===== src/design/qei_pkg.sv =====
// qei_pkg: shared types and constants for the quaternion Euler integrator.
// Used by qei_ctrl, qei_dp and quaternion_euler_integrator_core. No dependencies.
package qei_pkg;

	localparam int QW = 32;                 // attitude component width, Q2.30
	localparam int TW = 32;                 // timestamp width
	localparam int RW = 32;                 // rate width, Q8.24
	localparam int DW = 59;                 // dt width, Q.32 seconds, capped at 2^26 s

	localparam logic [31:0] TICK_RESET = 32'd4295;

	localparam int SHIFT_STEPS = 29;        // normalising shifts, enough for any non-zero max
	localparam int ROOT_STEPS  = 32;        // one result bit per step
	localparam int DIV_STEPS   = 32;        // after the leading quotient bit

	typedef enum logic [2:0] {
		ST_INTEG = 3'd0,
		ST_FIRST = 3'd1,
		ST_SKIP  = 3'd2,
		ST_ZERO  = 3'd3,
		ST_SET   = 3'd4
	} status_t;

	typedef struct packed {
		logic                 func;
		logic [TW-1:0]        timestamp;
		logic signed [RW-1:0] rate_w;
		logic signed [RW-1:0] rate_x;
		logic signed [RW-1:0] rate_y;
		logic signed [RW-1:0] rate_z;
		logic signed [QW-1:0] att_w;
		logic signed [QW-1:0] att_x;
		logic signed [QW-1:0] att_y;
		logic signed [QW-1:0] att_z;
	} in_item_t;

	typedef struct packed {
		logic signed [QW-1:0] quat_w;
		logic signed [QW-1:0] quat_x;
		logic signed [QW-1:0] quat_y;
		logic signed [QW-1:0] quat_z;
		logic [2:0]           status;
	} out_item_t;

	typedef enum logic [4:0] {
		OP_NOP,
		OP_SET,
		OP_FIRST,
		OP_SKIP,
		OP_MULD,
		OP_CAPD,
		OP_MULA,
		OP_MULB,
		OP_ACC,
		OP_MAG,
		OP_IDENT,
		OP_SHIFT,
		OP_SQ,
		OP_SQACC,
		OP_SQRTI,
		OP_SQRTS,
		OP_DIVI,
		OP_DIVS,
		OP_DIVD,
		OP_OUT
	} dp_op_t;

	typedef struct packed {
		dp_op_t     op;
		logic [1:0] idx;
		status_t    status;
	} dp_cmd_t;

	typedef struct packed {
		logic func;
		logic seen;
		logic skip;
		logic zero;
	} dp_stat_t;

endpackage


===== src/design/qei_ctrl.sv =====
// qei_ctrl: sequencer that issues one datapath command per cycle per item.
// Depends on qei_pkg; holds the handshake state of both channels.
module qei_ctrl import qei_pkg::*; (
	input  logic     clk,
	input  logic     arst_n,
	input  logic     in_acc,
	input  logic     out_ready,
	input  dp_stat_t stat,
	output dp_cmd_t  cmd,
	output logic     in_ready,
	output logic     out_valid
);

	typedef enum logic [4:0] {
		S_IDLE, S_DECIDE, S_CAPD, S_MULA, S_MULB, S_ACC, S_MAG, S_ZWAIT, S_ZCHK,
		S_SHIFT, S_SQ, S_SQACC, S_SQRTI, S_SQRT, S_DIVI, S_DIV, S_DIVD, S_FIN, S_EMIT
	} state_t;

	state_t     state_q;
	dp_cmd_t    cmd_q;
	status_t    st_q;
	logic [1:0] idx_q;
	logic [4:0] cnt_q;
	logic       rdy_q, ov_q;

	assign cmd       = cmd_q;
	assign in_ready  = rdy_q;
	assign out_valid = ov_q;

	always_ff @(posedge clk or negedge arst_n) begin : p_seq
		dp_op_t op_n;
		if (!arst_n) begin
			state_q <= S_IDLE;
			cmd_q   <= '{op: OP_NOP, idx: 2'd0, status: ST_INTEG};
			st_q    <= ST_INTEG;
			idx_q   <= '0;
			cnt_q   <= '0;
			rdy_q   <= 1'b1;
			ov_q    <= 1'b0;
		end else begin
			op_n = OP_NOP;
			if (ov_q && out_ready)
				ov_q <= 1'b0;
			case (state_q)
				S_IDLE: begin
					if (in_acc) begin
						rdy_q   <= 1'b0;
						state_q <= S_DECIDE;
					end
				end
				S_DECIDE: begin
					if (stat.func) begin
						op_n    = OP_SET;
						st_q    <= ST_SET;
						state_q <= S_FIN;
					end else if (!stat.seen) begin
						op_n    = OP_FIRST;
						st_q    <= ST_FIRST;
						state_q <= S_FIN;
					end else if (stat.skip) begin
						op_n    = OP_SKIP;
						st_q    <= ST_SKIP;
						state_q <= S_FIN;
					end else begin
						op_n    = OP_MULD;
						state_q <= S_CAPD;
					end
				end
				S_CAPD: begin
					op_n    = OP_CAPD;
					idx_q   <= '0;
					state_q <= S_MULA;
				end
				S_MULA: begin
					op_n    = OP_MULA;
					state_q <= S_MULB;
				end
				S_MULB: begin
					op_n    = OP_MULB;
					state_q <= S_ACC;
				end
				S_ACC: begin
					op_n    = OP_ACC;
					idx_q   <= idx_q + 2'd1;
					state_q <= (idx_q == 2'd3) ? S_MAG : S_MULA;
				end
				S_MAG: begin
					op_n    = OP_MAG;
					state_q <= S_ZWAIT;
				end
				S_ZWAIT: state_q <= S_ZCHK;
				S_ZCHK: begin
					if (stat.zero) begin
						op_n    = OP_IDENT;
						st_q    <= ST_ZERO;
						state_q <= S_FIN;
					end else begin
						op_n    = OP_SHIFT;
						cnt_q   <= '0;
						state_q <= S_SHIFT;
					end
				end
				S_SHIFT: begin
					op_n  = OP_SHIFT;
					cnt_q <= cnt_q + 5'd1;
					if (cnt_q == 5'(SHIFT_STEPS - 2))
						state_q <= S_SQ;
				end
				S_SQ: begin
					op_n    = OP_SQ;
					state_q <= S_SQACC;
				end
				S_SQACC: begin
					op_n    = OP_SQACC;
					idx_q   <= idx_q + 2'd1;
					state_q <= (idx_q == 2'd3) ? S_SQRTI : S_SQ;
				end
				S_SQRTI: begin
					op_n    = OP_SQRTI;
					cnt_q   <= '0;
					state_q <= S_SQRT;
				end
				S_SQRT: begin
					op_n  = OP_SQRTS;
					cnt_q <= cnt_q + 5'd1;
					if (cnt_q == 5'(ROOT_STEPS - 1))
						state_q <= S_DIVI;
				end
				S_DIVI: begin
					op_n    = OP_DIVI;
					cnt_q   <= '0;
					state_q <= S_DIV;
				end
				S_DIV: begin
					op_n  = OP_DIVS;
					cnt_q <= cnt_q + 5'd1;
					if (cnt_q == 5'(DIV_STEPS - 1))
						state_q <= S_DIVD;
				end
				S_DIVD: begin
					op_n  = OP_DIVD;
					idx_q <= idx_q + 2'd1;
					if (idx_q == 2'd3) begin
						st_q    <= ST_INTEG;
						state_q <= S_FIN;
					end else begin
						state_q <= S_DIVI;
					end
				end
				S_FIN: begin
					if (!ov_q || out_ready) begin
						op_n    = OP_OUT;
						state_q <= S_EMIT;
					end
				end
				S_EMIT: begin
					ov_q    <= 1'b1;
					rdy_q   <= 1'b1;
					state_q <= S_IDLE;
				end
				default: state_q <= S_IDLE;
			endcase
			cmd_q <= '{op: op_n, idx: idx_q, status: st_q};
		end
	end

	a_acc_drops_ready: assert property (@(posedge clk) disable iff (!arst_n)
		in_acc |=> !rdy_q) else $error("ready held after accept");
	a_idle_no_cmd: assert property (@(posedge clk) disable iff (!arst_n)
		rdy_q |-> (cmd_q.op == OP_NOP)) else $error("command issued while idle");
	a_emit_valid: assert property (@(posedge clk) disable iff (!arst_n)
		(state_q == S_EMIT) |=> ov_q) else $error("result beat not presented");
	a_fin_waits: assert property (@(posedge clk) disable iff (!arst_n)
		(state_q == S_FIN && ov_q && !out_ready) |=> (state_q == S_FIN))
		else $error("result overwritten before taken");

endmodule


===== config.mk =====
export PLATFORM = sky130hd
export DESIGN_NAME = qei_ctrl
export DESIGN_NICKNAME = d
export VERILOG_FILES = /design/src/design/qei_pkg.sv /design/src/design/qei_ctrl.sv
export SDC_FILE = /design/constraint.sdc
export NUM_CORES = 1
export LEC_CHECK = 0
export BUFFER_PORTS_ARGS = -buffer_cell sky130_fd_sc_hd__buf_2
export CORE_UTILIZATION = 44
export CTS_CLUSTER_SIZE = 8
export DETAILED_ROUTE_END_ITERATION = 16
export PLACE_DENSITY_LB_ADDON = 0.1
export RECOVER_POWER = 100
export SLEW_MARGIN = 30
export SYNTH_ARGS = -nofsm -noshare
export SYNTH_HDL_FRONTEND = slang
export SYNTH_SLANG_ARGS = --single-unit

===== constraint.sdc =====
create_clock -name clk -period 5.46 [get_ports clk]
set_input_delay 0.273 -clock clk [delete_from_list [all_inputs] [get_ports clk]]
set_output_delay 0.273 -clock clk [all_outputs]
set_load 0.05 [all_outputs]

# After elaboration in Yosys (flattened, before gate mapping)
# Cells that the tools add are included.
classes:
  n_eq_ne: 30
  n_addsub: 2
  n_reduce_logical: 16
  n_mux: 32
op_table:
  columns: ["cell", "n"]
  rows:
  - ["one-hot mux 5 bit (18 select lines)", 1]
  - ["one-hot mux 5 bit (16 select lines)", 1]
  - ["2-to-1 mux 5 bit", 12]
  - ["== test 5 x 4 -> 1 bit, second input constant", 8]
  - ["2-to-1 mux 3 bit", 10]
  - ["== test 5 bit, second input constant", 5]
  - ["== test 5 x 3 -> 1 bit, second input constant", 4]
  - ["inequality test 2 bit, second input constant", 8]
  - ["one-hot mux 5 bit (3 select lines)", 1]
  - ["== test 5 x 2 -> 1 bit, second input constant", 2]
  - ["one-hot mux 3 bit (3 select lines)", 1]
  - ["nonzero test 2 bit", 3]
  - ["nonzero test 3 bit", 2]
  - ["OR reduction 3 bit", 2]
  - ["adder 5 x 1 -> 5 bit, second input constant", 1]
  - ["== test 5 x 1 -> 1 bit, second input constant", 1]
  - ["zero test 5 bit", 1]
  - ["AND reduction 5 bit", 1]
  - ["2-to-1 mux 1 bit", 4]
  - ["inequality test 4 bit, second input constant", 1]
  - ["one-hot mux 2 bit (2 select lines)", 1]
  - ["AND reduction 2 bit", 2]
  - ["AND reduction 4 bit", 1]
  - ["adder 2 x 1 -> 2 bit, second input constant", 1]
  - ["other kinds (6)", 6]
totals:
  regBits: 27
  elab_cells: 89
  out_inout_bits: 12
  input_bits: 8

# Longest topological paths before layout
logic_depth:
  depth_word: 4
  ltp_mapped: 7
  ltp_nobuf: 7

# Worst setup path before layout
# No wires, ideal clock.
synth_timing:
  path_kind: "reg2reg"
  startpoint: "register cnt_q[0]"
  endpoint: "register state_q[4]"
  required_time_ps: 5330
  path_buffers: 0
  arrival_time_ps: 1589
  period_less_slack_ps: 1719
  setup_slack_ps: 3741
  setup_time_ps: 130
  path_stages_with_launch: 8
  cell_sequence: "dfrtp_1 ha_1 and3_1 ha_1 nor4_1 a21oi_1 nand3b_4 a21oi_1"
synth_via:
  elab_chain_cells: 3
  word_cells_on_any_way: 6
  classes_between: "5 x eq/ne; 1 x reduce/logical"
synth_rtl:
  columns: ["item", "line_no", "rtl"]
  rows:
  - ["from (decl)", "qei_ctrl.sv:23", "logic [4:0] cnt_q;"]
  - ["from (signal assigned)", "qei_ctrl.sv:105", "cnt_q <= cnt_q + 5'd1;"]
  - ["from (signal assigned)", "qei_ctrl.sv:125", "cnt_q <= cnt_q + 5'd1;"]
  - ["from (signal assigned)", "qei_ctrl.sv:136", "cnt_q <= cnt_q + 5'd1;"]
  - ["== test 5 bit (on tied branches)", "qei_ctrl.sv:126, qei_ctrl.sv:137, qei_ctrl.sv:106", null]
  - ["inequality test 2 bit (no source line)", null, null]
  - ["AND reduction 5 bit (no source line) (*)", null, null]
  - ["to (signal assigned)", "qei_ctrl.sv:85", "state_q <= (idx_q == 2'd3) ? S_MAG : S_MULA;"]
  - ["to (signal assigned)", "qei_ctrl.sv:116", "state_q <= (idx_q == 2'd3) ? S_SQRTI : S_SQ;"]
  - ["to (decl)", "qei_ctrl.sv:19", "state_t state_q;"]
# Every way passes the cells marked *; elsewhere a longest branch is shown, timed or not.
# A chain may end at the register's enable or synchronous reset.

# Final worst setup path
layout_timing:
  startpoint: "register state_q[1]"
  endpoint: "register st_q[1]"
layout_via:
  elab_chain_cells: 3
  word_cells_on_any_way: 9
  classes_between: "6 x eq/ne; 1 x mux; 2 x reduce/logical"
layout_rtl:
  columns: ["item", "line_no", "rtl"]
  rows:
  - ["== test 5 x 1 -> 1 bit, or another cell as far along", "qei_ctrl.sv:44", "case (state_q)"]
  - ["inequality test 4 bit (no source line), or another cell as far along", null, null]
  - ["AND reduction 4 bit (no source line)", null, null]
  - ["to (signal assigned)", "qei_ctrl.sv:54", "st_q <= ST_SET;"]
  - ["to (signal assigned)", "qei_ctrl.sv:58", "st_q <= ST_FIRST;"]
  - ["to (signal assigned)", "qei_ctrl.sv:62", "st_q <= ST_SKIP;"]
  - ["to (decl)", "qei_ctrl.sv:21", "status_t st_q;"]
# Parallel ways exist; a longest one is shown, timed or not.

==> run summary <==
• critical path peak fanout: 25
• initial antenna violation count: 0
• async set-reset flop share out of synthesis: 100%
• Clock H-tree levels: 1
• total of hold buffers inserted after clock tree synthesis: 0
• CTS Buf Count: 3
• syn_nets: 196
• CP arrival: 2.36 ns
• endpoint kind of the worst setup timing path: register
• Die X-Extent: 63.2 um
• Final HPWL DP: 2630 um
• final slew viol count: 0
• path type of the worst min-delay path: in -> async
• share of post-route cells with drive strength above 1: 10.7%
• net load switching power: 70.3 uW
• Clock Tree Buf Depth: 2
• most used standard cell by instance count after synthesis: sky130_fd_sc_hd__dfrtp_1
• R2R Setup Slk: 3.27 ns
• filler instances: 354
• library cell with the largest summed area after synthesis: sky130_fd_sc_hd__dfrtp_1
• Clock power frac: 35.3%
• Final Routed Wirelength: 3700 um
• switching power share of the total: 21.7%
• capture instance of the worst register-to-register path: st_q[1]
• worst stage delay on the critical path: 0.85 ns
• cell depth of the worst flop-to-flop path: 5
• number of instances in the synthesized netlist: 185
• EDFF count, synth: 0
• global-route wire length before repair: 6450 um
• Resized cells post-CTS: 0
• final total negative setup slack: 0 ns
• number of post-CTS setup repair buffers: 0
• RSZ-0062 raised after global routing: no
• Internal Pwr Total: 254 uW
• share of synthesized area occupied by flip-flops and latches: 41.0%
• worst slack at placement: 3.43 ns
• leading post-synthesis cells by cell area: sky130_fd_sc_hd__dfrtp_1, sky130_fd_sc_hd__a21oi_1, sky130_fd_sc_hd__o21ai_0
• io pins: 20
• total via count after detailed routing: 1417
• Fin Hold WS: 0.296 ns
• cell at the slowest stage of the critical path: sky130_fd_sc_hd__dfrtp_1
• number of input and output port buffers inserted: 19
• cell area after technology mapping: 1650 um2
• Routed Antenna Nets: 0
• outcome: complete, no violations
• critical path type: reg -> reg
• DRC violations left: 0
• final worst-path setup slack: 3.27 ns
• transition at the pin with the smallest max-transition slack: 1.39 ns
• Power Density: 185 nW/um2
• part of the total power dissipated in sequential elements: 61.6%
• crit share post-route: 40.2%
• worst vdd rail ir drop: 0.155 mV
• CP Data Required Time: 5.63 ns
• final critical path time including I/O delays and setup: 2.19 ns
• cell area after placement: 1740 um2
• Yosys reg bits: 27
• dominant synthesized flop cell: sky130_fd_sc_hd__dfrtp_1
• final setup violation count: 0
• NumNets Final: 209
• signed area change from the synthesized netlist to the final layout: 6.14%
• routability congestion estimate from global placement: 0.863
• global route overflow: 0
• antenna fix cells: 0
• Comb pwr share: 3.0%
• worst-case clock skew: 0.00158 ns
• drt first-iter violations: 81
• max-cap violations: 0
• clock root buffer: sky130_fd_sc_hd__clkbuf_8
• static leakage power: 0.000780 uW
• Initial Util: 47.6%
• DIE HEIGHT: 63.2 um
• via count of the first global-routing pass: 1327
• worst flop-to-flop path startpoint: state_q[1]
• final hold violations: 0
• most frequent cells after synthesis: sky130_fd_sc_hd__dfrtp_1, sky130_fd_sc_hd__a21oi_1, sky130_fd_sc_hd__nand2_1
• end-of-flow core utilization: 50.5%
• First-pass DRT Iterations: 4
• detailed-route wire length per cell: 15.2 um
• number of vias per cell: 5.83
• mean instance size in the synthesized netlist: 8.92 um2
• highest achievable clock rate: 456 MHz
• area fraction of the dominant cell type after synthesis: 39.4%
• pin count of the biggest net entering global routing: 30
• die outline area: 4000 um2
• TritonCTS Sinks: 27
• kind of launch point of the worst setup path: register
• number of distinct library cells after synthesis: 55
• Final Cell Area: 1750 um2
• floorplan row count: 21
• clock tree from TritonCTS: done
• area inside the core boundary: 3470 um2
• YS warnings: 0
• Slew headroom: 7.55%
• clock transition at the registers of the reported paths: 0.09 ns
• Global Route Usage Sum: 20.5%
• crit-path cells: or2_0 -> nor2_1 -> nor3b_1 -> o21a_1 -> mux2_1
• Clk Latency, worst-skew pair: 0.28 ns
-- registers in the layout, indices dropped and copies added (netlist names) --
name / count
cmd: 10
cnt_q: 5
state_q: 5
st_q: 3
idx_q: 2
in_ready: 1
out_valid: 1
-- layout make-up --
type                    count  area (um2)  share of cell area (%)
clock buffers               3        41.3                    2.36
inverters                   7        26.3                    1.50
clock inverters             1        5.00                   0.286
well taps                  46        57.6                    3.29
flip-flops and latches     27         677                    38.6
multi-input cells         140         866                    49.4
repair buffers             19        78.8                    4.50
-- per-stage QoR --
step           total power (uW)  cells
6_report                    324    243
5_1_grt                     338    243
4_1_cts                     330    243
3_5_place_dp                214    239
3_3_place_gp                214    239
2_1_floorplan               206    185
-- cells by family (layout without fill, tap and decap cells) --
logic type | after synthesis | in the layout | share of synthesized area, %
adders and majority gates | 3 | 3 | 2.27
DFF | 27 | 27 | 41.0
muxes | 4 | 4 | 3.11
AOI/OAI and AO/OA | 59 | 59 | 23.0
buffers and inverters | 18 | 30 | 5.38
and+or+nand+nor | 74 | 74 | 25.2
-- worst max-delay path by stage --
stage | from | end | slack (ns) | cells after the start
2_1_floorplan | cnt_q[0] | state_q[4] | 3.74 | 7
3_3_place_gp | state_q[1] | st_q[1] | 3.46 | 5
3_5_place_dp | state_q[1] | st_q[0] | 3.43 | 5
4_1_cts | state_q[1] | st_q[0] | 3.43 | 5
5_1_grt | state_q[0] | cnt_q[3] | 3.10 | 5
6_report | state_q[1] | st_q[1] | 3.27 | 5
-- power by group through the flow --
stage               clock, uW  combinational [uW]  sequential [uW]
finish                    114                9.84              200
detailed placement          0                10.4              204
global route              126                11.4              200
CTS                       120                10.4              200
global placement            0                10.1              204
floorplan                   0                2.12              204
-- metal layers --
layer | share of wire, % | vias up | track usage, %
li1 | - | 698 | -
met1 | 47 | 651 | 29.1
met2 | 44 | 58 | 31.6
met3 | 6.7 | 10 | 3.80
met4 | 2.2 | 0 | 5.97
met5 | 0 | - | 0
-- cell usage in the layout (no fill, tap or decap), types with 2 or more instances in the layout --
| cell | synthesis | final |
|---|---|---|
| sky130_fd_sc_hd__buf_2 | 8 | 6 |
| sky130_fd_sc_hd__and3_1 | 4 | 4 |
| sky130_fd_sc_hd__o2111ai_1 | 2 | 2 |
| sky130_fd_sc_hd__nand3b_1 | 2 | 2 |
| sky130_fd_sc_hd__a31oi_1 | 2 | 2 |
| sky130_fd_sc_hd__nand3_1 | 5 | 5 |
| sky130_fd_sc_hd__mux2_1 | 1 | 3 |
| sky130_fd_sc_hd__o22ai_1 | 2 | 2 |
| sky130_fd_sc_hd__clkbuf_1 | 1 | 13 |
| sky130_fd_sc_hd__nand2b_1 | 5 | 5 |
| sky130_fd_sc_hd__o21ai_0 | 13 | 14 |
| sky130_fd_sc_hd__nor2_2 | 2 | 2 |
| sky130_fd_sc_hd__nand4b_1 | 2 | 2 |
| sky130_fd_sc_hd__a21boi_0 | 2 | 2 |
| sky130_fd_sc_hd__a21oi_1 | 19 | 19 |
| sky130_fd_sc_hd__nor2_1 | 12 | 12 |
| sky130_fd_sc_hd__dfrtp_1 | 26 | 26 |
| sky130_fd_sc_hd__nor4_1 | 3 | 3 |
| sky130_fd_sc_hd__nor2b_1 | 2 | 2 |
| sky130_fd_sc_hd__nor3_1 | 10 | 10 |
| sky130_fd_sc_hd__ha_1 | 3 | 3 |
| sky130_fd_sc_hd__nand2_1 | 17 | 17 |
| sky130_fd_sc_hd__a22o_1 | 3 | 3 |
| sky130_fd_sc_hd__inv_1 | 5 | 6 |
| sky130_fd_sc_hd__o31ai_1 | 2 | 2 |
| sky130_fd_sc_hd__clkbuf_8 | 0 | 3 |
-- worst max-delay path: cells and delay by family (launching register included) --
| family | cells | cell delay (ns) |
|---|---|---|
| simple gates | 3 | 0.65 |
| flops | 1 | 0.85 |
| compound gates | 1 | 0.24 |
| mux | 1 | 0.33 |
Note: power is estimated with default switching activity, not from simulation.
